`src/rtl/priority_timer_task_scheduler_defines.svh`:
```
// Assertion helpers for the timer scheduler.
`ifndef PRIORITY_TIMER_TASK_SCHEDULER_DEFINES_SVH
`define PRIORITY_TIMER_TASK_SCHEDULER_DEFINES_SVH
`ifndef SYNTHESIS
`define PTS_ASSERT(lbl, cond) \
  lbl: assert property (@(posedge clk) disable iff (rst) (cond)) else $error("check failed");
`define PTS_ASSERT_NXT(lbl, pre, post) \
  lbl: assert property (@(posedge clk) disable iff (rst) (pre) |=> (post)) \
    else $error("sequence check failed");
`else
`define PTS_ASSERT(lbl, cond)
`define PTS_ASSERT_NXT(lbl, pre, post)
`endif
`endif

```
`src/rtl/pts_pkg.sv`:
```
package pts_pkg;
  localparam int DEPTH  = 16;
  localparam int IDX_W  = $clog2(DEPTH);
  localparam int CNT_W  = $clog2(DEPTH + 1);
  localparam int TIME_W = 48;

  localparam logic [1:0] MODE_ADD    = 2'd0;
  localparam logic [1:0] MODE_TICK   = 2'd1;
  localparam logic [1:0] MODE_CANCEL = 2'd2;
  localparam logic [1:0] MODE_SPARE  = 2'd3;

  localparam logic [1:0] ST_OK       = 2'd0;
  localparam logic [1:0] ST_ZERO_DLY = 2'd1;
  localparam logic [1:0] ST_BAD_REP  = 2'd2;
  localparam logic [1:0] ST_FULL     = 2'd3;

  typedef enum logic [1:0] {S_IDLE, S_SCAN, S_CHECK, S_EMIT} state_t;

  typedef struct packed {
    logic accept;
    logic scan;
    logic fire;
    logic advance;
  } cmd_t;

  typedef struct packed {
    logic tick_go;
    logic scan_last;
    logic top_due;
    logic buf_full;
    logic out_last;
  } sts_t;
endpackage

```
`src/rtl/pts_ctrl.sv`:
```
`include "priority_timer_task_scheduler_defines.svh"
module pts_ctrl (
  input  logic            clk,
  input  logic            rst,
  input  logic            in_valid,
  output logic            in_ready,
  output logic            out_valid,
  input  logic            out_ready,
  input  pts_pkg::sts_t   sts,
  output pts_pkg::cmd_t   cmd
);
  pts_pkg::state_t state, state_next;

  always_ff @(posedge clk) begin
    if (rst) begin
      state <= pts_pkg::S_IDLE;
    end else begin
      state <= state_next;
    end
  end

  always_comb begin
    state_next = state;
    case (state)
      pts_pkg::S_IDLE: begin
        if (in_valid) state_next = sts.tick_go ? pts_pkg::S_SCAN : pts_pkg::S_EMIT;
      end
      pts_pkg::S_SCAN: begin
        if (sts.scan_last) state_next = pts_pkg::S_CHECK;
      end
      pts_pkg::S_CHECK: begin
        state_next = (sts.top_due && !sts.buf_full) ? pts_pkg::S_SCAN : pts_pkg::S_EMIT;
      end
      pts_pkg::S_EMIT: begin
        if (out_ready && sts.out_last) state_next = pts_pkg::S_IDLE;
      end
      default: state_next = pts_pkg::S_IDLE;
    endcase
  end

  always_comb begin
    in_ready    = (state == pts_pkg::S_IDLE);
    out_valid   = (state == pts_pkg::S_EMIT);
    cmd.accept  = in_valid && in_ready;
    cmd.scan    = (state == pts_pkg::S_SCAN);
    cmd.fire    = (state == pts_pkg::S_CHECK) && sts.top_due && !sts.buf_full;
    cmd.advance = out_valid && out_ready;
  end

  `PTS_ASSERT(a_excl, !(in_ready && out_valid))
  `PTS_ASSERT_NXT(a_scan_end, state == pts_pkg::S_SCAN && sts.scan_last, state == pts_pkg::S_CHECK)
  `PTS_ASSERT_NXT(a_fire_rescan, cmd.fire, state == pts_pkg::S_SCAN)
endmodule

```
`src/rtl/pts_dp.sv`:
```
module pts_dp (
  input  logic                      clk,
  input  logic                      rst,
  input  pts_pkg::cmd_t             cmd,
  output pts_pkg::sts_t             sts,
  input  logic                      cfg_we,
  input  logic                      cfg_wdata,
  input  logic [1:0]                mode,
  input  logic [7:0]                task_id,
  input  logic [23:0]               delay_ticks,
  input  logic signed [15:0]        repeat_count,
  input  logic signed [7:0]         priority_req,
  output logic                      fired,
  output logic [7:0]                fired_task_id,
  output logic [1:0]                status,
  output logic [pts_pkg::CNT_W-1:0] task_count,
  output logic                      last
);
  logic [pts_pkg::TIME_W-1:0] cur_time;
  logic                       paused;
  logic [pts_pkg::DEPTH-1:0]  valid;
  logic [7:0]                 s_id  [pts_pkg::DEPTH];
  logic signed [7:0]          s_pri [pts_pkg::DEPTH];
  logic [23:0]                s_dly [pts_pkg::DEPTH];
  logic signed [15:0]         s_rep [pts_pkg::DEPTH];
  logic [pts_pkg::TIME_W-1:0] s_due [pts_pkg::DEPTH];
  logic [7:0]                 fbuf  [pts_pkg::DEPTH];

  logic [pts_pkg::IDX_W-1:0]  scan_idx, best_idx, rd_addr, free_idx;
  logic                       found, has_free, better, keep;
  logic signed [7:0]          best_pri;
  logic [pts_pkg::TIME_W-1:0] best_due, due_next;
  logic [pts_pkg::CNT_W-1:0]  nfired, emit_idx;
  logic [1:0]                 st, add_st;
  logic signed [15:0]         new_rep;

  assign rd_addr = cmd.scan ? scan_idx : best_idx;
  assign better  = valid[rd_addr] && (!found || s_pri[rd_addr] > best_pri ||
                   (s_pri[rd_addr] == best_pri && s_due[rd_addr] < best_due));
  assign new_rep  = (s_rep[rd_addr] > 16'sd0) ? s_rep[rd_addr] - 16'sd1 : s_rep[rd_addr];
  assign keep     = new_rep > 16'sd0;
  assign due_next = cur_time + {{(pts_pkg::TIME_W-24){1'b0}}, s_dly[rd_addr]};

  always_comb begin
    has_free = 1'b0;
    free_idx = '0;
    for (int i = pts_pkg::DEPTH - 1; i >= 0; i--) begin
      if (!valid[i]) begin
        has_free = 1'b1;
        free_idx = pts_pkg::IDX_W'(i);
      end
    end
    if (delay_ticks == 24'd0)          add_st = pts_pkg::ST_ZERO_DLY;
    else if (repeat_count < -16'sd1)   add_st = pts_pkg::ST_BAD_REP;
    else if (!has_free)                add_st = pts_pkg::ST_FULL;
    else                               add_st = pts_pkg::ST_OK;
  end

  always_ff @(posedge clk) begin
    if (rst) begin
      cur_time <= '0;
      paused   <= 1'b0;
      valid    <= '0;
      found    <= 1'b0;
      scan_idx <= '0;
      nfired   <= '0;
      emit_idx <= '0;
      st       <= pts_pkg::ST_OK;
    end else begin
      if (cfg_we) paused <= cfg_wdata;
      if (cmd.accept) begin
        nfired   <= '0;
        emit_idx <= '0;
        scan_idx <= '0;
        found    <= 1'b0;
        st       <= pts_pkg::ST_OK;
        case (mode)
          pts_pkg::MODE_ADD: begin
            st <= add_st;
            if (add_st == pts_pkg::ST_OK) begin
              valid[free_idx] <= 1'b1;
              s_id[free_idx]  <= task_id;
              s_pri[free_idx] <= priority_req;
              s_dly[free_idx] <= delay_ticks;
              s_rep[free_idx] <= repeat_count;
              s_due[free_idx] <= cur_time + {{(pts_pkg::TIME_W-24){1'b0}}, delay_ticks};
            end
          end
          pts_pkg::MODE_TICK:   cur_time <= cur_time + 1'b1;
          pts_pkg::MODE_CANCEL: valid <= '0;
          default: ;
        endcase
      end
      if (cmd.scan) begin
        // take slot as new top when it wins on priority, then due time
        if (better) begin
          found    <= 1'b1;
          best_idx <= scan_idx;
          best_pri <= s_pri[rd_addr];
          best_due <= s_due[rd_addr];
        end
        scan_idx <= scan_idx + 1'b1;
      end
      if (cmd.fire) begin
        fbuf[nfired[pts_pkg::IDX_W-1:0]] <= s_id[rd_addr];
        nfired <= nfired + 1'b1;
        found  <= 1'b0;
        s_rep[rd_addr] <= new_rep;
        if (keep) s_due[rd_addr] <= due_next;
        else      valid[rd_addr] <= 1'b0;
      end
      if (cmd.advance) emit_idx <= emit_idx + 1'b1;
    end
  end

  always_comb begin
    sts.tick_go   = (mode == pts_pkg::MODE_TICK) && !paused;
    sts.scan_last = (scan_idx == pts_pkg::IDX_W'(pts_pkg::DEPTH - 1));
    sts.top_due   = found && !(cur_time < best_due);
    sts.buf_full  = (nfired == pts_pkg::CNT_W'(pts_pkg::DEPTH));
    sts.out_last  = (emit_idx == nfired);
  end

  assign fired         = emit_idx < nfired;
  assign fired_task_id = fired ? fbuf[emit_idx[pts_pkg::IDX_W-1:0]] : 8'd0;
  assign last          = (emit_idx == nfired);
  assign status        = last ? st : pts_pkg::ST_OK;
  assign task_count    = pts_pkg::CNT_W'($countones(valid));
endmodule

```
`src/rtl/priority_timer_task_scheduler.sv`:
```
// Timer task table with 16 slots and a 48-bit tick counter. One request is
// handled at a time. Add (mode 0) and cancel-all (mode 2) return one result
// with last=1. A tick (mode 1) advances time, then unless paused repeatedly
// scans all slots, one slot per cycle through a single compare unit, to find
// the top task (highest priority, earliest due time, lowest slot), and fires
// it if due. Once scanning stops, results are returned one per accepted
// output cycle: one firing result (fired=1) per fired task, then a closing
// one with last=1. task_count is the table occupancy after the whole
// request. Write cfg_wdata with cfg_we to set the paused bit; do so only
// while idle.
module priority_timer_task_scheduler (
  input  logic                      clk,
  input  logic                      rst,
  input  logic                      cfg_we,
  input  logic                      cfg_wdata,
  input  logic                      in_valid,
  output logic                      in_ready,
  input  logic [1:0]                mode,
  input  logic [7:0]                task_id,
  input  logic [23:0]               delay_ticks,
  input  logic signed [15:0]        repeat_count,
  input  logic signed [7:0]         priority_req,
  output logic                      out_valid,
  input  logic                      out_ready,
  output logic                      fired,
  output logic [7:0]                fired_task_id,
  output logic [1:0]                status,
  output logic [pts_pkg::CNT_W-1:0] task_count,
  output logic                      last
);
  pts_pkg::cmd_t cmd;
  pts_pkg::sts_t sts;

  // sequence scan, fire and result return
  pts_ctrl u_ctrl (
    .clk(clk), .rst(rst), .in_valid(in_valid), .in_ready(in_ready),
    .out_valid(out_valid), .out_ready(out_ready), .sts(sts), .cmd(cmd)
  );

  // hold the table, time, fired list and result fields
  pts_dp u_dp (
    .clk(clk), .rst(rst), .cmd(cmd), .sts(sts), .cfg_we(cfg_we),
    .cfg_wdata(cfg_wdata), .mode(mode), .task_id(task_id),
    .delay_ticks(delay_ticks), .repeat_count(repeat_count),
    .priority_req(priority_req), .fired(fired), .fired_task_id(fired_task_id),
    .status(status), .task_count(task_count), .last(last)
  );
endmodule

```
`config.mk`:
```
export PLATFORM = sky130hd
export DESIGN_NAME = priority_timer_task_scheduler
export DESIGN_NICKNAME = d
export VERILOG_FILES = /design/src/rtl/pts_pkg.sv /design/src/rtl/pts_ctrl.sv /design/src/rtl/pts_dp.sv /design/src/rtl/priority_timer_task_scheduler.sv
export VERILOG_INCLUDE_DIRS = /design/src /design/src/rtl
export SDC_FILE = /design/constraint.sdc
export NUM_CORES = 2
export LEC_CHECK = 0
export BUFFER_PORTS_ARGS = -buffer_cell sky130_fd_sc_hd__buf_4
export CAP_MARGIN = 40
export CORE_UTILIZATION = 30
export CTS_BUF_LIST = sky130_fd_sc_hd__clkbuf_2
export DETAILED_ROUTE_END_ITERATION = 6
export SKIP_CTS_REPAIR_TIMING = 1
export SYNTH_ARGS = -nofsm -noshare
export SYNTH_HDL_FRONTEND = slang
export SYNTH_SLANG_ARGS = --single-unit
```
`constraint.sdc`:
```
create_clock -name clk -period 12.51 [get_ports clk]
set_input_delay 0 -clock clk [delete_from_list [all_inputs] [get_ports clk]]
set_output_delay 0 -clock clk [all_outputs]
set_load 0.02 [all_outputs]
```
==> tab_implementation.tex <==
\begin{tabular}{lr}
\hline
Metric & Value \\
\hline
\multicolumn{2}{l}{\textbf{Setup path}} \\
Arrival time reported for the critical path endpoint & 12.13 ns \\
Endpoint type of the worst setup path & register \\
Worst r2r path cells & 27 \\
Startpoint class of the critical path & register \\
CP Buf/Inv Count & 4 \\
Critical path's most frequent cell & sky130\_fd\_sc\_hd\_\_buf\_4 \\
Source of the critical timing path & u\_ctrl.state[1]\$\_SDFFE\_PP0P\_ \\
CP Max Fanout & 55 \\
Register-to-register path setup slack & between 2 and 2.5 ns \\
Critical path depth in cells & 27 \\
Startpoint-to-endpoint class of the critical path & register to register \\
Delay of the slowest cell on the worst path & 0.82 ns \\
CP top delay family & compound AO/OA/AOI/OAI gates \\
Highest-delay cell along the critical path & sky130\_fd\_sc\_hd\_\_dfxtp\_1 \\
R2r startpoint & u\_ctrl.state[1]\$\_SDFFE\_PP0P\_ \\
Required @ worst endpoint & 14.23 ns \\
Capturing point of the worst reg2reg path & u\_dp.s\_due[6][46]\$\_DFFE\_PP\_ \\
Capturing instance or port of the critical path & u\_dp.s\_due[6][46]\$\_DFFE\_PP\_ \\
\multicolumn{2}{l}{\textbf{Synth}} \\
Dominant register cell in the synthesized netlist & sky130\_fd\_sc\_hd\_\_edfxtp\_1 \\
Number of flops mapped to enable cells by yosys & 1852 \\
Sequential area share after synthesis & 71.7\% \\
Post-Synthesis Cell Area & 80100 µm² \\
Portion of synthesized cell area occupied by the leading cell type & 69.5\% \\
Yosys reg bits & 1940 \\
Number of distinct library cells after synthesis & 85 \\
Net count after synthesis & about 4.8k \\
Number of cells produced by synthesis & around 4.6k \\
Post-synthesis cell type with the largest combined area & sky130\_fd\_sc\_hd\_\_edfxtp\_1 \\
Synth Area per Inst & 17.5 µm² \\
Async S/R FF share, synth & 0\% \\
Synth top area cells & sky130\_fd\_sc\_hd\_\_edfxtp\_1 (69\%), sky130\_fd\_sc\_hd\_\_mux4\_2 (11\%), sky130\_fd\_sc\_hd\_\_nand2\_1 (2.4\%) \\
Number of warning messages in the yosys log & 0 \\
\multicolumn{2}{l}{\textbf{Layout}} \\
Net count, final & between 5k and 6k \\
Total area of multi-input combinational cells & 21900 µm² \\
Reg area & 57400 µm² \\
Fill count & 25.3k \\
Syn-to-layout area delta & 16.2\% \\
Top library cells by usage in the layout, fill and taps aside & sky130\_fd\_sc\_hd\_\_edfxtp\_1 (1852), sky130\_fd\_sc\_hd\_\_clkbuf\_2 (691), sky130\_fd\_sc\_hd\_\_nand2\_1 (513) \\
Most common cell after layout, fill and taps aside & sky130\_fd\_sc\_hd\_\_edfxtp\_1 \\
Ratio of cells with drive above 1 in the final layout & 26.7\% \\
\multicolumn{2}{l}{\textbf{Clocking}} \\
CTS H-tree depth & 5 \\
Sinks on Clock Net & 1940 \\
Clock latency of the later-clocked register in the worst-skew pair & 1.90 ns \\
Clock tree from TritonCTS & yes \\
Post-CTS clock slew at the launch and capture registers of the worst setup and hold paths & 0.11 ns \\
Number of buffers created by CTS & around 480 \\
Buffer levels on the longest clock path & 4 \\
Clock root buffer & sky130\_fd\_sc\_hd\_\_clkbuf\_2 \\
\multicolumn{2}{l}{\textbf{Power and ir drop}} \\
Overall power of the completed layout & 12.7 mW \\
Cell area power density & approximately 140 nW/µm² \\
Worst voltage drop across the vdd grid & 0.0638 mV \\
Lkg Pwr & $\sim$32 nW \\
\multicolumn{2}{l}{\textbf{Placement}} \\
Number of I/O port buffers & 82 \\
Gpl congestion & 0.843 \\
DP Wirelength & approximately 120000 µm \\
\multicolumn{2}{l}{\textbf{Timing}} \\
Highest Clock Rate & around 0.096 GHz \\
Minimum hold slack & 0.0519 ns \\
Time the final worst path needs with I/O delays and setup & between 10 and 15 ns \\
Clock skew after layout & 0.202 ns \\
Slew margin rel. & a little under a fifth \\
Aggregate negative setup slack & 0 ns \\
Final clock period utilization by the worst path & 83.3\% \\
Count of final max-slew check failures & 0 \\
Actual slew at the worst max-slew pin & 1.21 ns \\
Number of failing hold endpoints at the final stage & 0 \\
RSZ-0062 raised after global routing & false \\
Final setup violation count & 0 \\
\multicolumn{2}{l}{\textbf{Flow run}} \\
Max-capacitance violation count & 0 \\
\multicolumn{2}{l}{\textbf{Floorplanning}} \\
Core region area & 265000 µm² \\
Die extent in x & slightly above 500 µm \\
Total Die Area & 269000 µm² \\
Site row count & between 150 and 200 \\
Starting density of the core & between 30\% and 40\% \\
IO Pins & between 80 and 90 \\
Die Span Y & 519 µm \\
\multicolumn{2}{l}{\textbf{Status}} \\
Violations in the final reports & DRC \\
Status & finished with violations \\
\multicolumn{2}{l}{\textbf{Detailed routing}} \\
First-pass iteration count of the detailed router & 7 \\
DRC violation total after the first TritonRoute iteration & around 4.2k \\
Sum of routed wire length over all layers & 208000 µm \\
Vias per std cell & 4.99 \\
Routed vias & approximately 46k \\
DRC violation count after routing & 14 \\
Routed WL per cell & $\sim$23 µm \\
Final ANT Viol Nets & 0 \\
\multicolumn{2}{l}{\textbf{Min path}} \\
Hold-critical path depth & 8 \\
Hold Crit Class & input port to register \\
\multicolumn{2}{l}{\textbf{GRT}} \\
Via count of the first global-routing pass & 45.8k \\
Wire length of the first global-routing pass & 304000 µm \\
Global routing usage summed across all routing layers & 15.1\% \\
Largest net degree at the start of global routing & $\sim$110 \\
Aggregate global routing overflow & 0 \\
Antenna violations before repair & 11 \\
\hline
\end{tabular}
[flip-flops by register name, indices dropped and copies added, names as in the netlist, 5 cells and up, named ones only]
name           flops
u_dp.s_rep       256
u_dp.s_pri       128
u_dp.s_dly       384
u_dp.best_pri      8
u_dp.fbuf        128
u_dp.cur_time     48
u_dp.s_due       768
u_dp.s_id        128
u_dp.valid        16
u_dp.nfired        5
u_dp.emit_idx      5
u_dp.best_due     48
[power by group]
| group | internal [mW] | leakage, nW | switching [mW] | total (mW) |
|---|---|---|---|---|
| sequential | 7.13 | 17.9 | 0.0159 | 7.14 |
| combinational | 0.583 | 10.9 | 0.859 | 1.44 |
| clock | 1.59 | 3.19 | 2.48 | 4.07 |
[layer usage]
metal  part of all wire, %  GRT usage, %
met1                    44          20.6
met2                    48          24.5
met4                   1.6          3.90
met3                   6.7          3.15
met5                     0             0
[per-stage QoR]
| step | util (%) | area (µm²) | instances | setup slack (ns) |
|---|---|---|---|---|
| after floorplan | - | 80100 | 4571 | 2.57 |
| after global placement | 32.3 | 85700 | 8090 | 2.05 |
| after detailed placement | 32.7 | 86800 | 8166 | 1.91 |
| after CTS | 34.3 | 90900 | 8986 | 1.98 |
| after global routing | 35.1 | 93000 | 9208 | 1.72 |
| final | 35.1 | 93000 | 9209 | 2.09 |
[final cells by class]
| cell class | instances | area share [%] |
|---|---|---|
| clock buffer | 691 | 3.72 |
| multi-input combinational | 2302 | 23.6 |
| antenna | 14 | 0.0377 |
| tap | 3533 | 4.75 |
| sequential | 1940 | 61.7 |
| clock inverter | 129 | 0.706 |
| inverter | 114 | 0.460 |
| timing repair buffer | 486 | 5.05 |
[how the worst min path moves through the flow]
stage | end | slack [ns] | startpoint
2_1_floorplan | u_dp.s_dly[0][0]$_DFFE_PP_ | 0.1 | delay_ticks[0]
3_3_place_gp | u_dp.paused$_SDFFE_PP0P_ | 0.25 | cfg_wdata
3_5_place_dp | u_dp.paused$_SDFFE_PP0P_ | 0.25 | cfg_wdata
4_1_cts | u_dp.s_pri[5][7]$_DFFE_PP_ | -1.88 | priority_req[7]
5_1_grt | u_dp.valid[2]$_SDFF_PP0_ | -0.02 | mode[1]
6_report | u_dp.valid[15]$_SDFF_PP0_ | 0.05 | mode[0]
[logic make-up after synthesis]
family / synth area share (%)
simple gates: 5.95
fa+ha+maj: 2.69
mux: 13.1
xor+xnor: 0.919
buf+inv: 1.66
compound gates: 4.07
flops: 71.7
[cells in the mapped netlist (all sizes together) (23+ instances only)]
cell type  instances
nor2b             23
mux4             404
clkbuf           117
nor2             139
o21ai             81
edfxtp          1852
nand4             45
and3             108
a21oi             99
nand3             47
inv              114
nand2            518
o22ai             52
ha               153
mux2              30
xor2              29
mux2i            102
a31oi            110
dfxtp             88
nor3              36
a21o              40
buf               98
xnor2             55
[worst reg2reg max path: stages, from the launching register on]
cell and delay (ns):
sky130_fd_sc_hd__dfxtp_1 0.82, sky130_fd_sc_hd__nand2b_1 0.19, sky130_fd_sc_hd__buf_4 0.32, sky130_fd_sc_hd__a21o_4 0.76, sky130_fd_sc_hd__buf_4 0.77, sky130_fd_sc_hd__mux2i_1 0.32
sky130_fd_sc_hd__a22oi_1 0.12, sky130_fd_sc_hd__and3_1 0.25, sky130_fd_sc_hd__a2111o_1 0.56, sky130_fd_sc_hd__or4_4 0.60, sky130_fd_sc_hd__a22oi_4 0.19, sky130_fd_sc_hd__o2111ai_4 0.19
sky130_fd_sc_hd__o31ai_4 0.41, sky130_fd_sc_hd__buf_4 0.44, sky130_fd_sc_hd__mux2_1 0.39, sky130_fd_sc_hd__ha_1 0.33, sky130_fd_sc_hd__nor2b_1 0.14, sky130_fd_sc_hd__o21ai_0 0.13
sky130_fd_sc_hd__a21boi_0 0.29, sky130_fd_sc_hd__o21ai_0 0.16, sky130_fd_sc_hd__a21boi_0 0.45, sky130_fd_sc_hd__o211a_1 0.30, sky130_fd_sc_hd__nor4_1 0.10, sky130_fd_sc_hd__o31ai_2 0.55
sky130_fd_sc_hd__nor2b_1 0.63, sky130_fd_sc_hd__nand2_1 0.15, sky130_fd_sc_hd__xnor2_1 0.57, sky130_fd_sc_hd__buf_4 0.27
Power figures use the tool's default switching activity.
